<file path="config.mk">
export PLATFORM = sky130hd
export DESIGN_NAME = oust_cell
export DESIGN_NICKNAME = d
export VERILOG_FILES = /design/src/design/oust_pkg.sv /design/src/design/oust_cell.sv
export SDC_FILE = /design/constraint.sdc
export NUM_CORES = 1
export LEC_CHECK = 0
export BUFFER_PORTS_ARGS = -buffer_cell sky130_fd_sc_hd__buf_2
export CORE_UTILIZATION = 45
export CTS_CLUSTER_DIAMETER = 100
export CTS_CLUSTER_SIZE = 14
export DETAILED_ROUTE_END_ITERATION = 7
export PLACE_DENSITY = 0.78
export RECOVER_POWER = 50
export SETUP_SLACK_MARGIN = 0.15
export SYNTH_ARGS = -nofsm -noshare
export SYNTH_HDL_FRONTEND = slang
export SYNTH_SLANG_ARGS = --single-unit
</file>
<file path="constraint.sdc">
create_clock -name clk -period 7.9 [get_ports clk]
set_input_delay 1.975 -clock clk [delete_from_list [all_inputs] [get_ports clk]]
set_output_delay 1.975 -clock clk [all_outputs]
set_load 0.05 [all_outputs]
</file>
<file path="src/design/oust_pkg.sv">
package oust_pkg;

    localparam int MAX_ENTRIES = 64;
    localparam int VALUE_BITS  = 16;
    localparam int CMD_W       = 3;
    localparam int POS_W       = 6;
    localparam int IDX_W       = $clog2(MAX_ENTRIES);
    localparam int CNT_W       = $clog2(MAX_ENTRIES + 1);

    typedef logic [VALUE_BITS-1:0] value_t;
    typedef logic [IDX_W-1:0]      idx_t;
    typedef logic [CNT_W-1:0]      cnt_t;

    typedef enum logic [CMD_W-1:0] {
        CMD_FIND        = 3'd0,
        CMD_ADD         = 3'd1,
        CMD_REMOVE      = 3'd2,
        CMD_REMOVE_AT   = 3'd3,
        CMD_REMOVE_PERM = 3'd4,
        CMD_REPLACE     = 3'd5
    } cmd_t;

    typedef enum logic [1:0] {
        ST_IDLE,
        ST_SCAN,
        ST_APPLY
    } state_t;

    // broadcast from the controller to every cell
    typedef struct packed {
        logic   load;
        logic   shift;
        logic   apply;
        value_t val;
        value_t rep;
        cnt_t   count;
        logic   drop_en;
        idx_t   drop_pos;
        logic   write_en;
        idx_t   write_pos;
        value_t write_data;
        logic   dec_en;
    } cell_ctl_t;

    typedef struct packed {
        logic hv;
        logic hr;
    } cell_hit_t;

endpackage

</file>
<file path="src/design/oust_cell.sv">
module oust_cell (
    input  logic                clk,
    input  oust_pkg::idx_t      idx,
    input  oust_pkg::cell_ctl_t ctl,
    input  oust_pkg::value_t    next_value,
    input  oust_pkg::cell_hit_t next_hit,
    output oust_pkg::value_t    value,
    output oust_pkg::cell_hit_t hit
);

    oust_pkg::value_t    value_reg;
    oust_pkg::value_t    value_next;
    oust_pkg::cell_hit_t hit_reg;
    oust_pkg::cell_hit_t hit_next;
    oust_pkg::value_t    src;
    logic                in_use;

    always_comb
    begin
        in_use = oust_pkg::CNT_W'(idx) < ctl.count;

        hit_next = hit_reg;
        if (ctl.load)
        begin
            hit_next.hv = in_use && (value_reg == ctl.val);
            hit_next.hr = in_use && (value_reg == ctl.rep);
        end
        else if (ctl.shift)
        begin
            hit_next = next_hit;
        end

        // close the gap: every cell at or above the dropped slot pulls from its neighbor
        src = value_reg;
        if (ctl.drop_en && (idx >= ctl.drop_pos))
            src = next_value;
        if (ctl.write_en && (idx == ctl.write_pos))
            src = ctl.write_data;
        if (ctl.dec_en && (src > ctl.val))
            src = src - oust_pkg::VALUE_BITS'(1);

        value_next = ctl.apply ? src : value_reg;
    end

    always_ff @(posedge clk)
    begin
        value_reg <= value_next;
        hit_reg   <= hit_next;
    end

    assign value = value_reg;
    assign hit   = hit_reg;

endmodule

</file>
==> flow_summary.ini <==
[die]
core_area_um2 = 5205
initial_core_util_pct = 47.43
dieHeight_um = 76.07
num_io_pins = 116
die_area_um2 = 5786
die_x_um = 76.07
fp-row-count = 26

[cells_and_area]
fillers = 486
synthToLayoutAreaGrowth_pct = 26.76
most-common-layout-cells = buf_2 (104), xor2_1 (44), inv_1 (29), ha_1 (28), edfxtp_1 (18)
antenna_cells = 0
final_common_cell = buf_2
largest_register_ffs = 16
final_nets = 512
layout-drive-gt1-share_pct = 34.55

[clock_tree]
clockBufferDepth = 2
cts_hold_buf = 0
root_buffer = clkbuf_8
cts_num_sinks = 18
clock_latency_ns = 0.26
clkSlewWorstSetupHoldPaths_ns = 0.07
cts_resized = 0
cts_tree = yes
cts_setup_buffers = 0
cts_buffers = 3
cts_max_level = 1

[setup_path]
rr_endpoint = value[12]
worstPathRequired_ns = 7.89
ff2ff_path_depth = 12
ff2ff_setup_slack_ns = 4.32
cpPeakStageDelay_ns = 0.76
crit_family = simple AND/OR/NAND/NOR gates
r2r-start = value[1]
crit_path_start_kind = primary input
critPathKind = in -> reg
cp.arrival_ns = 6.18
end_kind = flip-flop
critPathBufInv = 2
crit_start = idx[3]
worstPathCellList = buf_2, xnor2_1, nand4_1, or2_1, mux2i_2, inv_1, ha_1, nor2b_1, o211ai_1, a21oi_1, o21ai_0, a31oi_1, nand3_2, nor3_1, xor2_1
critPathMaxFanout = 20
cp_slowest_cell = or2_1

[synth]
syn_area_um2 = 2469
synth-main-ff-cell = edfxtp_1
synth_cell_types = 47
synth_seq_cells = 18
postSynthAreaPerCell_um2 = 9.109
synth-edff-count = 18
yosysWarnings = 0
synth_nets = 397
yosysSeqAreaShare_pct = 21.90
async_flop_share_pct = 0
syn_inst = 271

[pwr]
power.leakage_nw = 1.499
irDropWorstVdd_v = 0.00006733
powerDensity_nw_per_um2 = 146.3
p_total_mw = 0.4578

[min_path]
whs_path_depth = 3
hold_start = value[15]
worstHoldPathType = reg -> reg
whs_endpoint = value[15]

[timing]
tightest_slew_ns = 0.9694
finalSetupViolations = 0
hold_violations = 0
fmax_mhz = 161.4
slew_headroom_pct = 35.37
tns_ns = 0
fin_crit_sh_pct = 78.41
finalMaxSlewViolations = 0
fin_crit_ns = 6.194
finClkSkew_ns = 0.003585
rsz0062_at_grt = false

[detailed_routing]
drc = 0
vias = 2527
wl_per_cell_um = 16.32
dr.pass1.iters = 4
routed.top_layer = met4
totalWireLength_um = 7427
route.met3.wl_um = 803
avgViaCountPerCell = 5.554
dr_wl_met2_um = 3416
antenna_left = 0
drt_iter0_drc = 148
wl_met1_um = 3118

[global_route]
grt_usage_pct = 25.71
grt_pass1_wl_um = 11870
grt_start_max_net_pins = 21
grt_pass1_vias = 2435
grt_antenna_before_repair = 0
grt-ovfl-total = 0

[placement]
port_buffers = 115
place_congestion = 0.9702
dpl.hpwl_um = 6148

[status]
status = complete, no violations

[job]
cap_viol_max_count = 0
## Yosys cell counts, types with 2 or more instances
cell       n  area (µm²)
a21o_1     6       45.04
a21oi_1   14       70.07
a31oi_1    8       50.05
a31oi_2    2       25.02
buf_2      3       15.01
buf_4      2       15.01
edfxtp_1  18       540.5
ha_1      28       350.3
inv_1     29       108.9
mux2i_1    5       50.05
nand2_1    2       7.510
nand2b_1   2       12.51
nand3_1   12       60.06
nand3_2    2       20.02
nand4_1    7       43.79
nor2_1    10       37.54
nor2b_1    2       12.51
nor3_1    13       65.06
nor3_2     3       30.03
nor3b_2    2       25.02
nor4_1     8       50.05
nor4_2     2       25.02
o211ai_1   2       15.01
o21ai_0   12       60.06
o21ai_1    2       10.01
o22ai_1    2       12.51
or2_2      2       12.51
xnor2_1    9       78.83
xor2_1    44       385.4
## tightest hold or removal path, delay by kind of cell, from the launching register on
family,cells,cell delay (ns)
AO/OA/AOI/OAI,1,0.22
XOR/XNOR,1,0.10
flip-flops,1,0.43
multiplexers,1,0.10
## layer usage
metal	vias up	track usage, %
met3	13	4.192
li1	1218	-
met5	-	0
met2	144	44.09
met1	1152	34.47
met4	0	4.038
## power by group
part | internal (mW) | leakage (nW) | switching, mW
sequential | 0.123 | 0.179 | 0.0180
clock | 0.0346 | 0.0231 | 0.0337
combinational | 0.0924 | 1.30 | 0.156
## cells by family (layout without fill, tap and decap cells)
family                     after synthesis  count (layout)  share of synthesized area [%]
AOI/OAI and AO/OA                       54              54                          14.75
xor gates and xnor gates                53              53                          18.80
adders and majority gates               28              28                          14.19
buffers and inverters                   35             149                          6.082
DFF                                     18              18                          21.90
muxes                                    9               9                          4.561
and+or+nand+nor                         74              74                          19.72
## cell type report
| cell class | count | area [µm²] | area share (%) |
|---|---|---|---|
| sequential | 18 | 540.5 | 17.27 |
| inverter | 29 | 108.9 | 3.479 |
| clock buffer | 3 | 41.29 | 1.319 |
| tap | 70 | 87.58 | 2.799 |
| timing repair buffer | 116 | 569.3 | 18.19 |
| clock inverter | 1 | 3.754 | 0.1200 |
| multi-input combinational | 218 | 1778 | 56.82 |
## stage by stage
stage / setup WS (ns) / util [%] / cells / hold WS [ns] / instance area [µm²]
floorplan: 2.311 / - / 271 / 1.157 / 2469
global placement: 1.743 / 59.52 / 451 / 0.9528 / 3098
detailed placement: 1.525 / 59.52 / 451 / 0.9883 / 3098
CTS: 1.789 / 60.38 / 455 / 1.002 / 3143
global route: 1.322 / 60.12 / 455 / 1.075 / 3129
finish: 1.706 / 60.12 / 455 / 1.008 / 3129
## how the worst max path moves through the flow
stage	endpoint	slack (ns)	depth (start not counted)
floorplan	value[10]	2.31	18
global placement	value[12]	1.74	15
detailed placement	value[12]	1.53	15
CTS	value[12]	1.79	15
global route	value[12]	1.32	15
finish	value[12]	1.71	15
Power figures use the tool's default switching activity.
