==> config.mk <==
export PLATFORM = sky130hd
export DESIGN_NAME = oust_ctrl
export DESIGN_NICKNAME = d
export VERILOG_FILES = /design/src/design/oust_pkg.sv /design/src/design/oust_ctrl.sv
export SDC_FILE = /design/constraint.sdc
export NUM_CORES = 1
export LEC_CHECK = 0
export ABC_AREA = 1
export ABC_CLOCK_PERIOD_IN_PS = 2900
export BUFFER_PORTS_ARGS = -buffer_cell sky130_fd_sc_hd__buf_2
export CAP_MARGIN = 30
export CORE_MARGIN = 2
export CORE_UTILIZATION = 50
export DETAILED_ROUTE_END_ITERATION = 10
export PLACE_DENSITY = 0.79
export RECOVER_POWER = 50
export SLEW_MARGIN = 10
export SYNTH_ARGS = -nofsm -noshare
export SYNTH_HDL_FRONTEND = slang
export SYNTH_SLANG_ARGS = --single-unit
==> constraint.sdc <==
create_clock -name clk -period 2.9 [get_ports clk]
set_input_delay 0.435 -clock clk [delete_from_list [all_inputs] [get_ports clk]]
set_output_delay 0.435 -clock clk [all_outputs]
set_load 0.01 [all_outputs]
==> src/design/oust_pkg.sv <==
package oust_pkg;

    localparam int MAX_ENTRIES = 64;
    localparam int VALUE_BITS  = 16;
    localparam int CMD_W       = 3;
    localparam int POS_W       = 6;
    localparam int IDX_W       = $clog2(MAX_ENTRIES);
    localparam int CNT_W       = $clog2(MAX_ENTRIES + 1);

    typedef logic [VALUE_BITS-1:0] value_t;
    typedef logic [IDX_W-1:0]      idx_t;
    typedef logic [CNT_W-1:0]      cnt_t;

    typedef enum logic [CMD_W-1:0] {
        CMD_FIND        = 3'd0,
        CMD_ADD         = 3'd1,
        CMD_REMOVE      = 3'd2,
        CMD_REMOVE_AT   = 3'd3,
        CMD_REMOVE_PERM = 3'd4,
        CMD_REPLACE     = 3'd5
    } cmd_t;

    typedef enum logic [1:0] {
        ST_IDLE,
        ST_SCAN,
        ST_APPLY
    } state_t;

    // broadcast from the controller to every cell
    typedef struct packed {
        logic   load;
        logic   shift;
        logic   apply;
        value_t val;
        value_t rep;
        cnt_t   count;
        logic   drop_en;
        idx_t   drop_pos;
        logic   write_en;
        idx_t   write_pos;
        value_t write_data;
        logic   dec_en;
    } cell_ctl_t;

    typedef struct packed {
        logic hv;
        logic hr;
    } cell_hit_t;

endpackage

==> src/design/oust_ctrl.sv <==
module oust_ctrl (
    input  logic                          clk,
    input  logic                          rst_n,
    input  logic                          start,
    input  logic [oust_pkg::CMD_W-1:0]    cmd,
    input  oust_pkg::value_t              item_value,
    input  oust_pkg::value_t              replacement_value,
    input  logic [oust_pkg::POS_W-1:0]    position,
    output logic                          busy,
    output logic                          done,
    output logic                          ok,
    output logic [oust_pkg::POS_W-1:0]    found_position,
    output logic [oust_pkg::CNT_W-1:0]    entry_count,
    output oust_pkg::cell_ctl_t           ctl,
    input  oust_pkg::cell_hit_t           head_hit
);

    oust_pkg::state_t state_reg, state_next;
    oust_pkg::cmd_t   cmd_reg, cmd_next;
    oust_pkg::value_t val_reg, val_next;
    oust_pkg::value_t rep_reg, rep_next;
    logic [oust_pkg::POS_W-1:0] position_reg, position_next;
    oust_pkg::cnt_t   count_reg, count_next;
    oust_pkg::cnt_t   scan_reg, scan_next;
    logic             hit_reg, hit_next;
    logic             rep_hit_reg, rep_hit_next;
    oust_pkg::idx_t   pos_reg, pos_next;
    logic             done_reg, done_next;
    logic             ok_reg, ok_next;
    logic [oust_pkg::POS_W-1:0] fpos_reg, fpos_next;

    always_comb
    begin
        state_next = state_reg;
        unique case (state_reg)
            oust_pkg::ST_IDLE:
                if (start)
                    state_next = oust_pkg::ST_SCAN;
            oust_pkg::ST_SCAN:
                if (scan_reg >= count_reg)
                    state_next = oust_pkg::ST_APPLY;
            oust_pkg::ST_APPLY:
                state_next = oust_pkg::ST_IDLE;
            default:
                state_next = oust_pkg::ST_IDLE;
        endcase
    end

    always_comb
    begin
        cmd_next      = cmd_reg;
        val_next      = val_reg;
        rep_next      = rep_reg;
        position_next = position_reg;
        count_next    = count_reg;
        scan_next     = scan_reg;
        hit_next      = hit_reg;
        rep_hit_next  = rep_hit_reg;
        pos_next      = pos_reg;
        done_next     = 1'b0;
        ok_next       = ok_reg;
        fpos_next     = fpos_reg;

        ctl            = '0;
        ctl.val        = (state_reg == oust_pkg::ST_IDLE) ? item_value : val_reg;
        ctl.rep        = (state_reg == oust_pkg::ST_IDLE) ? replacement_value : rep_reg;
        ctl.count      = count_reg;
        ctl.write_data = val_reg;

        unique case (state_reg)
            oust_pkg::ST_IDLE:
            begin
                if (start)
                begin
                    ctl.load      = 1'b1;
                    cmd_next      = oust_pkg::cmd_t'(cmd);
                    val_next      = item_value;
                    rep_next      = replacement_value;
                    position_next = position;
                    scan_next     = '0;
                    hit_next      = 1'b0;
                    rep_hit_next  = 1'b0;
                    pos_next      = '0;
                end
            end
            oust_pkg::ST_SCAN:
            begin
                // walk the hit bits toward the head, one entry per cycle
                if (scan_reg < count_reg)
                begin
                    ctl.shift = 1'b1;
                    if (head_hit.hv)
                    begin
                        hit_next = 1'b1;
                        pos_next = scan_reg[oust_pkg::IDX_W-1:0];
                    end
                    if (head_hit.hr)
                        rep_hit_next = 1'b1;
                    scan_next = scan_reg + oust_pkg::CNT_W'(1);
                end
            end
            oust_pkg::ST_APPLY:
            begin
                ctl.apply = 1'b1;
                done_next = 1'b1;
                ok_next   = 1'b0;
                fpos_next = hit_reg ? oust_pkg::POS_W'(pos_reg) : '0;
                unique case (cmd_reg)
                    oust_pkg::CMD_FIND:
                        ok_next = hit_reg;
                    oust_pkg::CMD_ADD:
                    begin
                        if (!hit_reg && (count_reg < oust_pkg::CNT_W'(oust_pkg::MAX_ENTRIES)))
                        begin
                            ctl.write_en  = 1'b1;
                            ctl.write_pos = count_reg[oust_pkg::IDX_W-1:0];
                            count_next    = count_reg + oust_pkg::CNT_W'(1);
                            ok_next       = 1'b1;
                        end
                    end
                    oust_pkg::CMD_REMOVE:
                    begin
                        if (hit_reg)
                        begin
                            ctl.drop_en  = 1'b1;
                            ctl.drop_pos = pos_reg;
                            count_next   = count_reg - oust_pkg::CNT_W'(1);
                            ok_next      = 1'b1;
                        end
                    end
                    oust_pkg::CMD_REMOVE_AT:
                    begin
                        fpos_next = '0;
                        if (oust_pkg::CNT_W'(position_reg) < count_reg)
                        begin
                            ctl.drop_en  = 1'b1;
                            ctl.drop_pos = oust_pkg::IDX_W'(position_reg);
                            count_next   = count_reg - oust_pkg::CNT_W'(1);
                            ok_next      = 1'b1;
                        end
                    end
                    oust_pkg::CMD_REMOVE_PERM:
                    begin
                        ctl.dec_en = 1'b1;
                        if (hit_reg)
                        begin
                            ctl.drop_en  = 1'b1;
                            ctl.drop_pos = pos_reg;
                            count_next   = count_reg - oust_pkg::CNT_W'(1);
                            ok_next      = 1'b1;
                        end
                    end
                    oust_pkg::CMD_REPLACE:
                    begin
                        if (hit_reg)
                        begin
                            ok_next = 1'b1;
                            if (rep_hit_reg)
                            begin
                                ctl.drop_en  = 1'b1;
                                ctl.drop_pos = pos_reg;
                                count_next   = count_reg - oust_pkg::CNT_W'(1);
                            end
                            else
                            begin
                                ctl.write_en   = 1'b1;
                                ctl.write_pos  = pos_reg;
                                ctl.write_data = rep_reg;
                            end
                        end
                    end
                    default:
                        fpos_next = '0;
                endcase
            end
            default:
            begin
            end
        endcase
    end

    always_ff @(posedge clk or negedge rst_n)
    begin
        if (!rst_n)
        begin
            state_reg   <= oust_pkg::ST_IDLE;
            count_reg   <= '0;
            scan_reg    <= '0;
            hit_reg     <= 1'b0;
            rep_hit_reg <= 1'b0;
            done_reg    <= 1'b0;
        end
        else
        begin
            state_reg   <= state_next;
            count_reg   <= count_next;
            scan_reg    <= scan_next;
            hit_reg     <= hit_next;
            rep_hit_reg <= rep_hit_next;
            done_reg    <= done_next;
        end
    end

    always_ff @(posedge clk)
    begin
        cmd_reg      <= cmd_next;
        val_reg      <= val_next;
        rep_reg      <= rep_next;
        position_reg <= position_next;
        pos_reg      <= pos_next;
        ok_reg       <= ok_next;
        fpos_reg     <= fpos_next;
    end

    assign busy           = (state_reg != oust_pkg::ST_IDLE);
    assign done           = done_reg;
    assign ok             = ok_reg;
    assign found_position = fpos_reg;
    assign entry_count    = count_reg;

    a_count_range: assert property (@(posedge clk) disable iff (!rst_n)
        count_reg <= oust_pkg::CNT_W'(oust_pkg::MAX_ENTRIES))
        else $error("entry count above capacity");

    a_done_after_apply: assert property (@(posedge clk) disable iff (!rst_n)
        state_reg == oust_pkg::ST_APPLY |=> done_reg && state_reg == oust_pkg::ST_IDLE)
        else $error("result strobe missing after apply");

    a_count_step: assert property (@(posedge clk) disable iff (!rst_n)
        state_reg != oust_pkg::ST_APPLY |=> count_reg == $past(count_reg))
        else $error("entry count moved outside apply");

    a_hit_in_range: assert property (@(posedge clk) disable iff (!rst_n)
        state_reg == oust_pkg::ST_APPLY && hit_reg |-> oust_pkg::CNT_W'(pos_reg) < count_reg)
        else $error("found position beyond held entries");

    a_scan_bound: assert property (@(posedge clk) disable iff (!rst_n)
        state_reg == oust_pkg::ST_SCAN |-> scan_reg <= count_reg)
        else $error("scan ran past held entries");

endmodule
==> PnR_summary.wiki, run 1 <==
{| class="wikitable"
! Metric !! Value
|-
| Count of warnings emitted by yosys || 0
|-
| Global-route wire length before repair || 16280 um
|-
| Final HPWL from detailed placement || 7992 um
|-
| Vias per std cell || 5.021
|-
| Count of antenna diodes in the layout || 0
|-
| Post-synth EDFFs || 54
|-
| Worst-Margin Slew || 1190 ps
|-
| Fraction of final layout cells with drive strength greater than 1 || 0.1914
|-
| Fmax || 373.9 MHz
|-
| Synthesized area divided by synthesized cell count || 8.238 um2
|-
| Share of Yosys cell area claimed by the top area cell type || 0.3822
|-
| Post-synthesis instance area || 0.004243 mm2
|-
| Post-synth cell types || 30
|-
| Final net count || 710
|-
| TritonCTS buffer count || 9
|-
| Hold-critical path endpoint || position_reg[5]
|-
| Total DRC errors in the routed layout || 0
|-
| Clock insertion delay at the later pin of the skew report || 340 ps
|-
| Critical path fanouts, max || 8
|-
| Largest area contributor in the synthesized netlist || edfxtp_1
|-
| Synthesized net count || 582
|-
| Launch instance of the worst register-to-register path || cmd_reg[1]
|-
| Run status || finished, final reports clean
|-
| Category of the worst setup path capture point || output port
|-
| Crit-path cells || inv_1, ha_1, nand2_1, inv_1, a21oi_1, nand3_1, inv_1, buf_2
|-
| Standard cell area after detailed placement || 0.004955 mm2
|-
| Initial cell density of the core || 0.5164
|-
| Post-CTS resize count || 0
|-
| Power per Cell Area || 954.2 mW/mm2
|-
| Reg-to-reg endpoint || entry_count[6]
|-
| Detailed Route WL || 10590 um
|-
| Leading cell type by number of instances after synthesis || nand2_1
|-
| Count of nets left with antenna violations after detail routing || 0
|-
| Synth area leaders || edfxtp_1 (38%), nand2_1 (16%), dfrtp_1 (11%), ha_1 (5.9%), inv_1 (5.7%)
|-
| Final Skew || 10.04 ps
|-
| Postcts setup bufs || 0
|-
| Most numerous cell on the critical path || inv_1
|-
| Category of the worst setup path launch point || flip-flop
|-
| Largest stage delay on the critical path || 460 ps
|-
| Height of the chip || 96.12 um
|-
| CTS Hold Buffers Added || 0
|-
| Class of the most critical hold timing path || input port to flip-flop
|-
| Post-route clock period utilization || 0.9221
|-
| Register area share after synthesis || 0.4942
|-
| Number of input and output port buffers inserted || 134
|-
| Root buffer selected by CTS || clkbuf_8
|-
| Die boundary width || 96.12 um
|-
| Die Area || 0.009238 mm2
|-
| Sum of buffers and inverters on the critical path || 4
|-
| Maximum number of pins on one net before global-route repair || 39
|-
| Shortest period the worst path allows || 2674 ps
|-
| Maximum clock insertion buffer count || 2
|-
| Setup repair after global routing missed its margin || false
|-
| Family with the most delay on the worst path || buffers and inverters
|-
| Violation count after the first detailed-route iteration || 222
|-
| Fill cells || 747
|-
| DR WL/cell || 14.06 um
|-
| Category of the critical setup timing path || flip-flop to output port
|-
| Cells after Synth || 515
|-
| Most frequent cells after synthesis || nand2_1 (182), inv_1 (64), edfxtp_1 (54)
|-
| Post-route setup TNS || 0 ps
|-
| FP Rows || 33
|-
| Total number of vias || 3781
|-
| Clock-pin slew on the worst setup and hold paths || 80 ps
|-
| Number of maximum-capacitance violations || 0
|-
| Number of flip-flops and latches in the synthesized netlist || 73
|-
| Area growth from synthesis to layout || 20.50%
|-
| Core footprint || 0.008217 mm2
|-
| Number of setup violations in the final report || 0
|-
| Highest ir drop seen on vdd || 0.4973 mV
|-
| Routability congestion estimate from global placement || 0.9345
|-
| Setup slack, reg-to-reg || 690 ps
|-
| Number of detailed-route iterations in the first pass || 5
|-
| Max-slew violation count || 0
|-
| Hold violation total from the final report || 0
|-
| GR Overflow Total || 0
|-
| Final non-filler cell area || 0.005112 mm2
|-
| Clock tree from TritonCTS || done
|-
| CP Data Required Time || 2470 ps
|-
| Critical path's slowest cell || dfrtp_1
|-
| Source of the worst hold timing path || position[5]
|-
| Worst Reg-to-Reg Cells || 12
|-
| Global routing usage summed across all routing layers || 0.2317
|-
| Endpoint arrival time on the critical path || 2240 ps
|-
| Ys flop type || edfxtp_1
|-
| Top Ports || 135
|-
| H-tree depth || 3
|-
| Clock sink count || 73
|-
| Relative slew slack || 0.2065
|-
| Number of global-route vias before repair || 3439
|-
| Leak Pwr || 2.550 nW
|-
| Depth of the worst hold-timing path || 1
|-
| Antenna violations before repair || 1
|-
| Async set-or-reset flop fraction in the synthesized netlist || 0.2603
|}
-- routing by layer --
metal  GRT usage  vias up  share of wire
met5           0        -         0.0012
met4     0.08929        2          0.019
met3     0.03211       17          0.046
met2      0.3819      108           0.50
met1      0.3102     1736           0.44
li1            -     1918              -
-- how the worst max path moves through the flow --
stage               cells after the start      startpoint       to  slack (ps)
floorplan                               4    state_reg[1]  ctl[72]         720
global route                            8  entry_count[6]  ctl[71]          30
detailed placement                      8  entry_count[6]  ctl[71]         630
global placement                        8  entry_count[6]  ctl[71]         720
finish                                  8  entry_count[6]  ctl[71]         230
CTS                                     8  entry_count[6]  ctl[71]         240
-- report_power, final --
part           total (mW)  internal, mW  switching [mW]  leakage [nW]
logic                2.31         0.778            1.54          1.68
registers            1.68          1.44           0.244         0.758
clock network       0.881         0.490           0.391         0.107
total                4.88          2.71            2.17          2.55
-- worst reg2reg max path, cell delays in order, from the launching register on --
cell,delay [ps]
edfxtp_1,470
inv_1,140
ha_1,350
inv_1,230
ha_1,340
nand2_1,120
inv_1,50
nand2_1,80
nand3_1,80
nand2_1,70
nand2_1,50
nand3_1,60
nand2_1,70
-- final cells by class --
cell class	instances	area, um2	area share
well taps	105	131.4	0.02570
repair buffers	137	640.6	0.1253
multi-input cells	355	1774	0.3470
clock buffers	10	127.6	0.02496
flip-flops and latches	73	2097	0.4102
inverters	67	251.5	0.04919
clock inverters	6	90.09	0.01762
-- stage by stage --
stage               hold slack [ps]  instances  power (mW)    util  setup WS [ps]
CTS                           70.09        753       4.924  0.6295          244.9
detailed placement            436.5        737       4.041  0.6030          626.7
global route                  267.3        753       5.271  0.6222          26.69
finish                        270.7        753       4.878  0.6222          225.8
floorplan                     139.4        515       3.254       -          718.1
global placement              417.0        737       3.974  0.6030          720.3
-- placed cells by master, fill, tap and decap left out, types with 2 or more instances in the layout --
cell         n
o21ai_2      6
ha_1        20
buf_4        3
buf_2       92
xor2_1       5
nor2_4       3
clkbuf_8     9
bufinv_16    2
clkbuf_1    43
dfrtp_1     19
edfxtp_1    54
nand2_2      2
nor2_1      40
nand3b_1     2
a21oi_1     14
nand2_1    183
o21ai_0     20
nand4_1     10
o21ai_1     10
inv_1       65
a22oi_1      6
nand3_1     27
inv_6        2
-- cell families after synthesis --
group / after synthesis / synth area share
flip-flops: 73 / 0.4943
adder cells (fa/ha/maj): 21 / 0.06370
buffers and inverters: 87 / 0.08758
XOR/XNOR: 6 / 0.01239
AO/OA/AOI/OAI: 58 / 0.07845
AND/OR/NAND/NOR: 270 / 0.2636
(Power assumes the default switching activity.)
==> run 2, diff against run 1 <==
ABC_CLOCK_PERIOD_IN_PS = 2350   (was 2900)
CORE_UTILIZATION = 48   (was 50)
CTS_BUF_LIST = sky130_fd_sc_hd__clkbuf_2   (was not set)
HOLD_SLACK_MARGIN = 0.02   (was not set)
clock period = 2.35 ns   (was 2.9 ns; I/O delays follow)
==> PnR_summary.wiki, run 2 (same netlist as run 1, synthesis figures left out) <==
{| class="wikitable"
! Metric !! Value
|-
| Run status || finished, violations left (was finished, final reports clean)
|-
| Violations in the final reports || negative setup slack
|-
| Highest ir drop seen on vdd || 0.7038 mV (was 0.4973 mV)
|-
| Die Area || 0.009607 mm2 (was 0.009238 mm2)
|-
| Vias per std cell || 5.402 (was 5.021)
|-
| Clock insertion delay at the later pin of the skew report || 550 ps (was 340 ps)
|-
| Critical path's slowest cell || dfrtp_2 (was dfrtp_1)
|-
| Number of detailed-route iterations in the first pass || 5 (unchanged)
|-
| DR WL/cell || 16.33 um (was 14.06 um)
|-
| Least setup slack across all paths after layout || -97.60 ps (was 225.8 ps)
|-
| Crit-path cells || inv_4, ha_4, nand2_1, nand2_1, a21oi_2, buf_6, nand4_1, a21oi_2, buf_2 (was inv_1, ha_1, nand2_1, inv_1, a21oi_1, nand3_1, inv_1, buf_2)
|-
| Total number of vias || 4516 (was 3781)
|-
| Number of setup violations in the final report || 15 (was 0)
|-
| Die boundary width || 98.02 um (was 96.12 um)
|-
| Category of the critical setup timing path || flip-flop to output port (unchanged)
|-
| Max-slew violation count || 0 (unchanged)
|-
| Detailed Route WL || 13660 um (was 10590 um)
|-
| Category of the worst setup path capture point || output port (unchanged)
|-
| Count of nets left with antenna violations after detail routing || 0 (unchanged)
|-
| Clock tree from TritonCTS || done (unchanged)
|-
| Global routing usage summed across all routing layers || 0.2628 (was 0.2317)
|-
| H-tree depth || 3 (unchanged)
|-
| Worst-Margin Slew || 1174 ps (was 1190 ps)
|-
| Initial cell density of the core || 0.4913 (was 0.5164)
|-
| Root buffer selected by CTS || clkbuf_2 (was clkbuf_8)
|-
| Number of global-route vias before repair || 4239 (was 3439)
|-
| Fmax || 408.6 MHz
|-
| Shortest period the worst path allows || 2448 ps
|-
| Fraction of final layout cells with drive strength greater than 1 || 0.3118 (was 0.1914)
|-
| Clock sink count || 73 (unchanged)
|-
| Count of antenna diodes in the layout || 0 (unchanged)
|-
| Number of input and output port buffers inserted || 134 (unchanged)
|-
| Setup slack, reg-to-reg || 160 ps (was 690 ps)
|-
| Class of the most critical hold timing path || input port to flip-flop (unchanged)
|-
| CP Data Required Time || 2000 ps (was 2470 ps)
|-
| Setup repair after global routing missed its margin || true (was false)
|-
| Top Ports || 135 (unchanged)
|-
| Maximum number of pins on one net before global-route repair || 37 (was 39)
|-
| Final Skew || 23.86 ps (was 10.04 ps)
|-
| Most common cell after layout, fill and taps aside || nand2_1 (unchanged)
|-
| Antenna violations before repair || 0 (was 1)
|-
| Endpoint arrival time on the critical path || 2100 ps (was 2240 ps)
|-
| Critical path fanouts, max || 7 (was 8)
|-
| Post-route setup TNS || -717.9 ps (was 0 ps)
|-
| GR Overflow Total || 0 (unchanged)
|-
| Leak Pwr || 2.901 nW (was 2.550 nW)
|-
| Total DRC errors in the routed layout || 0 (unchanged)
|-
| Top library cells by usage in the layout, fill and taps aside || nand2_1 (164), buf_2 (91), edfxtp_1 (54), inv_1 (52), clkbuf_1 (44) (was nand2_1 (183), buf_2 (92), inv_1 (65), edfxtp_1 (54), clkbuf_1 (43))
|-
| Final net count || 790 (was 710)
|-
| Utilization after layout || 0.7072 (was 0.6222)
|-
| TritonCTS buffer count || 9 (unchanged)
|-
| Clock-pin slew on the worst setup and hold paths || 220 ps (was 80 ps)
|-
| Launch instance of the worst register-to-register path || cmd_reg[2] (was cmd_reg[1])
|-
| Post-route clock period utilization || 1.042
|-
| Launching element of the worst setup path || entry_count[4] (was entry_count[6])
|-
| Height of the chip || 98.02 um (was 96.12 um)
|-
| Core footprint || 0.008636 mm2 (was 0.008217 mm2)
|-
| Area growth from synthesis to layout || 43.94% (was 20.50%)
|-
| Area used by sequential logic in the layout || 0.002105 mm2 (was 0.002097 mm2)
|-
| Multi-input gate area in the final layout || 0.002064 mm2 (was 0.001774 mm2)
|-
| Routability congestion estimate from global placement || 0.9046 (was 0.9345)
|-
| Crit path capture || ctl[26] (was ctl[71])
|-
| Reg-to-reg endpoint || entry_count[6] (unchanged)
|-
| Final Power || 6.677 mW (was 4.878 mW)
|-
| Fill cells || 607 (was 747)
|-
| Final HPWL from detailed placement || 8102 um (was 7992 um)
|-
| Largest stage delay on the critical path || 480 ps (was 460 ps)
|-
| Worst Reg-to-Reg Cells || 12 (unchanged)
|-
| Violation count after the first detailed-route iteration || 295 (was 222)
|-
| Maximum clock insertion buffer count || 2 (unchanged)
|-
| Global-route wire length before repair || 20150 um (was 16280 um)
|-
| FP Rows || 34 (was 33)
|-
| Power per Cell Area || 1093 mW/mm2 (was 954.2 mW/mm2)
|-
| Category of the worst setup path launch point || flip-flop (unchanged)
|-
| Number of maximum-capacitance violations || 0 (unchanged)
|-
| Hold violation total from the final report || 0 (unchanged)
|-
| Relative slew slack || 0.2176 (was 0.2065)
|}
-- run 2: metal layers --
layer  routed length (um)  GRT usage  vias to the layer above
li1                     -          -                     2092
met1                 5174     0.3145                     2101
met2                 6841     0.4579                      248
met3                  879    0.04080                       75
met4                  760     0.1346                        0
met5                    0          0                        -
-- run 2: worst min-delay path by stage --
stage                      from           to  slack [ps]  depth (start not counted)
floorplan                 rst_n         done          60                          0
global placement          rst_n  scan_reg[4]         340                          1
detailed placement        rst_n  scan_reg[4]         340                          1
CTS                 head_hit[0]  rep_hit_reg         110                          5
global route        head_hit[0]  rep_hit_reg         150                          5
finish              head_hit[1]      hit_reg         140                          5
-- run 2: what timing repair did --
action | in CTS | in global routing
gates cloned | 0 | 3
pin swaps | 18 | 23
hold buffers | 42 | 0
setup endpoints to repair | 47 | 56
gates resized for setup | 29 | 64
endpoints found under the hold margin | 60 | 0
setup buffers | 13 | 15
-- run 2: where the power goes --
group	leakage, nW	switching, mW	internal (mW)
clock	0.0869	0.497	0.362
combinational	2.06	2.35	1.40
sequential	0.750	0.284	1.78
total	2.90	3.13	3.55
-- run 2: area by class of cell --
cell class | count | area share
sequential | 73 | 0.3446
multi-input combinational | 358 | 0.3380
timing repair buffer | 214 | 0.2276
inverter | 67 | 0.04384
tap | 108 | 0.02213
clock inverter | 7 | 0.01639
clock buffer | 9 | 0.007376
-- run 2: critical path, delay by kind of cell, from the launching register on --
kind | cells | cell delay (ps)
fa+ha+maj | 1 | 200
compound gates | 2 | 310
simple gates | 3 | 210
flops | 1 | 480
buf+inv | 3 | 360
-- run 2: stage by stage --
step           setup slack (ps)  hold WS [ps]  instance area (um2)  std cells
2_1_floorplan             204.8         56.91                 4243        515
3_3_place_gp              302.8         337.4                 5019        747
3_5_place_dp              257.0         345.0                 5019        747
4_1_cts                  -112.2         111.9                 5772        818
5_1_grt                  -178.2         151.0                 6107        836
6_report                 -97.60         139.2                 6107        836
==> run 3, diff against run 2 <==
MAX_ROUTING_LAYER = met4   (was not set)
==> PnR_summary.wiki, run 3 (same netlist as run 1, synthesis figures left out) <==
{| class="wikitable"
! Metric !! Value
|-
| Clock-pin slew on the worst setup and hold paths || 230 ps (was 220 ps)
|-
| Sw Pwr || 3.141 mW (was 3.129 mW)
|-
| GR Overflow Total || 0 (unchanged)
|-
| Utilization after layout || 0.7011 (was 0.7072)
|-
| TritonCTS buffer count || 9 (unchanged)
|-
| Setup slack, reg-to-reg || 220 ps (was 160 ps)
|-
| Die boundary width || 98.02 um (unchanged)
|-
| Relative slew slack || 0.2140 (was 0.2176)
|-
| Total DRC errors in the routed layout || 0 (unchanged)
|-
| Global-route wire length before repair || 20080 um (was 20150 um)
|-
| Hold violation total from the final report || 0 (unchanged)
|-
| Violations in the final reports || negative setup slack (unchanged)
|-
| Fraction of final layout cells with drive strength greater than 1 || 0.3172 (was 0.3118)
|-
| Final Skew || 26.59 ps (was 23.86 ps)
|-
| Depth of the worst hold-timing path || 5 (unchanged)
|-
| Critical path fanouts, max || 7 (unchanged)
|-
| Number of setup violations in the final report || 7 (was 15)
|-
| Standard cell area after detailed placement || 0.005019 mm2 (unchanged)
|-
| Switching share of power || 0.4823 (was 0.4686)
|-
| Number of input and output port buffers inserted || 134 (unchanged)
|-
| Number of maximum-capacitance violations || 0 (unchanged)
|-
| Final HPWL from detailed placement || 8142 um (was 8102 um)
|-
| Category of the worst setup path launch point || flip-flop (unchanged)
|-
| Height of the chip || 98.02 um (unchanged)
|-
| Endpoint arrival time on the critical path || 2160 ps (was 2100 ps)
|-
| Core footprint || 0.008636 mm2 (unchanged)
|-
| Die Area || 0.009607 mm2 (unchanged)
|-
| Max-slew violation count || 0 (unchanged)
|-
| Area used by sequential logic in the layout || 0.002106 mm2 (was 0.002105 mm2)
|-
| Shortest period the worst path allows || 2513 ps (was 2448 ps)
|-
| H-tree depth || 3 (unchanged)
|-
| Category of the worst setup path capture point || output port (unchanged)
|-
| Violation count after the first detailed-route iteration || 270 (was 295)
|-
| FP Rows || 34 (unchanged)
|-
| Top library cells by usage in the layout, fill and taps aside || nand2_1 (163), buf_2 (94), edfxtp_1 (54), inv_1 (53), dlygate4sd3_1 (42) (was nand2_1 (164), buf_2 (91), edfxtp_1 (54), inv_1 (52), clkbuf_1 (44))
|-
| Leak Pwr || 2.858 nW (was 2.901 nW)
|-
| Cell-internal power || 3.372 mW (was 3.548 mW)
|-
| Fill cells || 634 (was 607)
|-
| Worst Reg-to-Reg Cells || 12 (unchanged)
|-
| Global routing usage summed across all routing layers || 0.2682 (was 0.2628)
|-
| Least setup slack across all paths after layout || -162.5 ps (was -97.60 ps)
|-
| Portion of total power attributed to the clock network || 0.104 (was 0.129)
|-
| Category of the critical setup timing path || flip-flop to output port (unchanged)
|-
| Most common cell after layout, fill and taps aside || nand2_1 (unchanged)
|-
| Top Ports || 135 (unchanged)
|-
| Maximum number of pins on one net before global-route repair || 37 (unchanged)
|-
| Root buffer selected by CTS || clkbuf_2 (unchanged)
|-
| Power share of the combinational group || 0.579 (was 0.562)
|-
| Final non-filler cell area || 0.006055 mm2 (was 0.006107 mm2)
|-
| DR WL/cell || 16.33 um (about the same)
|-
| Routability congestion estimate from global placement || 0.9500 (was 0.9046)
|-
| Power per Cell Area || 1076 mW/mm2 (was 1093 mW/mm2)
|-
| Final net count || 784 (was 790)
|-
| Worst-Margin Slew || 1179 ps (was 1174 ps)
|-
| CP Data Required Time || 2000 ps (about the same)
|-
| Post-place setup slack || 250.5 ps (was 257.0 ps)
|-
| Vias per std cell || 5.329 (was 5.402)
|-
| Clock sink count || 73 (unchanged)
|-
| Clock tree from TritonCTS || done (unchanged)
|-
| Fmax || 398.0 MHz (was 408.6 MHz)
|-
| Area growth from synthesis to layout || 42.70% (was 43.94%)
|-
| Maximum clock insertion buffer count || 2 (unchanged)
|-
| Detailed Route WL || 13570 um (was 13660 um)
|-
| Total number of vias || 4428 (was 4516)
|-
| Count of nets left with antenna violations after detail routing || 0 (unchanged)
|-
| Share of total power in sequential cells || 0.318 (was 0.310)
|-
| Multi-input gate area in the final layout || 0.002098 mm2 (was 0.002064 mm2)
|-
| Initial cell density of the core || 0.4913 (unchanged)
|-
| Number of detailed-route iterations in the first pass || 5 (unchanged)
|-
| Run status || finished, violations left (unchanged)
|-
| Clock insertion delay at the later pin of the skew report || 530 ps (was 550 ps)
|-
| Number of global-route vias before repair || 4231 (was 4239)
|-
| Antenna violations before repair || 1 (was 0)
|-
| Class of the most critical hold timing path || input port to flip-flop (unchanged)
|-
| Post-route clock period utilization || 1.069 (was 1.042)
|-
| Setup repair after global routing missed its margin || true (unchanged)
|-
| Fin Hold WS || 153.4 ps (was 139.2 ps)
|-
| Highest ir drop seen on vdd || 0.6607 mV (was 0.7038 mV)
|}
run 3: changes by cell type in the layout (fill, tap and decap cells not counted), sizes merged:
cell,before,now
clkbuf,54,48
bufinv,2,0
clkinvlp,2,4
clkinv,4,3
diode,0,1
inv,66,67
run 3: final timing paths:
kind / startpoint / end
setup / recovery: entry_count[5] / ctl[24]
hold / removal: head_hit[0] / rep_hit_reg
setup reg to reg: cmd_reg[2] / entry_count[5]
hold reg to reg: rep_hit_reg / rep_hit_reg
max in group asynchronous: rst_n / scan_reg[2]
min in group asynchronous: rst_n / entry_count[0]
run 3: stage by stage:
stage               power (mW)  setup TNS, ps  instances
floorplan                4.015              0        515
global placement         5.011              0        747
detailed placement       5.108              0        747
CTS                      6.042         -588.1        816
global route             6.982          -1885        831
finish                   6.513         -701.1        831
run 3: cell type report:
cell class	instances	share of cell area
timing repair buffer	208	0.2215
inverter	67	0.04340
sequential	73	0.3478
multi-input combinational	358	0.3466
tap	108	0.02232
clock inverter	7	0.01054
clock buffer	9	0.007440
antenna	1	0.0004133
run 3: metal layers:
metal / share of wire / vias up / GRT usage
met5: 0 / - / -
met4: 0.042 / 0 / 0.1229
met3: 0.063 / 51 / 0.04223
met2: 0.52 / 223 / 0.4542
met1: 0.38 / 2077 / 0.3139
li1: - / 2077 / -
run 3: critical path, stage by stage, from the launching register on:
cell,delay [ps]
dfrtp_2,500
inv_2,100
ha_4,210
inv_4,50
nor2_2,30
a21oi_2,160
buf_6,150
nand4_1,100
a21oi_1,180
buf_2,160
run 3: timing repair:
item | in CTS | in global routing
gates cloned | 0 | 3
setup endpoints to repair | 43 | 60
buffers inserted | 11 | 11
hold buffers | 42 | 0
pin swaps | 6 | 21
endpoints found under the hold margin | 60 | 0
gates resized for setup | 25 | 60
run 3: power by group through the flow:
| stage | Sequential (mW) | Clock, mW | Combinational, mW |
|---|---|---|---|
| after floorplan | 2.04 | 0 | 1.98 |
| after global placement | 2.07 | 0 | 2.94 |
| after detailed placement | 2.08 | 0 | 3.03 |
| after CTS | 2.02 | 0.695 | 3.33 |
| after global routing | 2.10 | 0.740 | 4.14 |
| final | 2.07 | 0.675 | 3.77 |
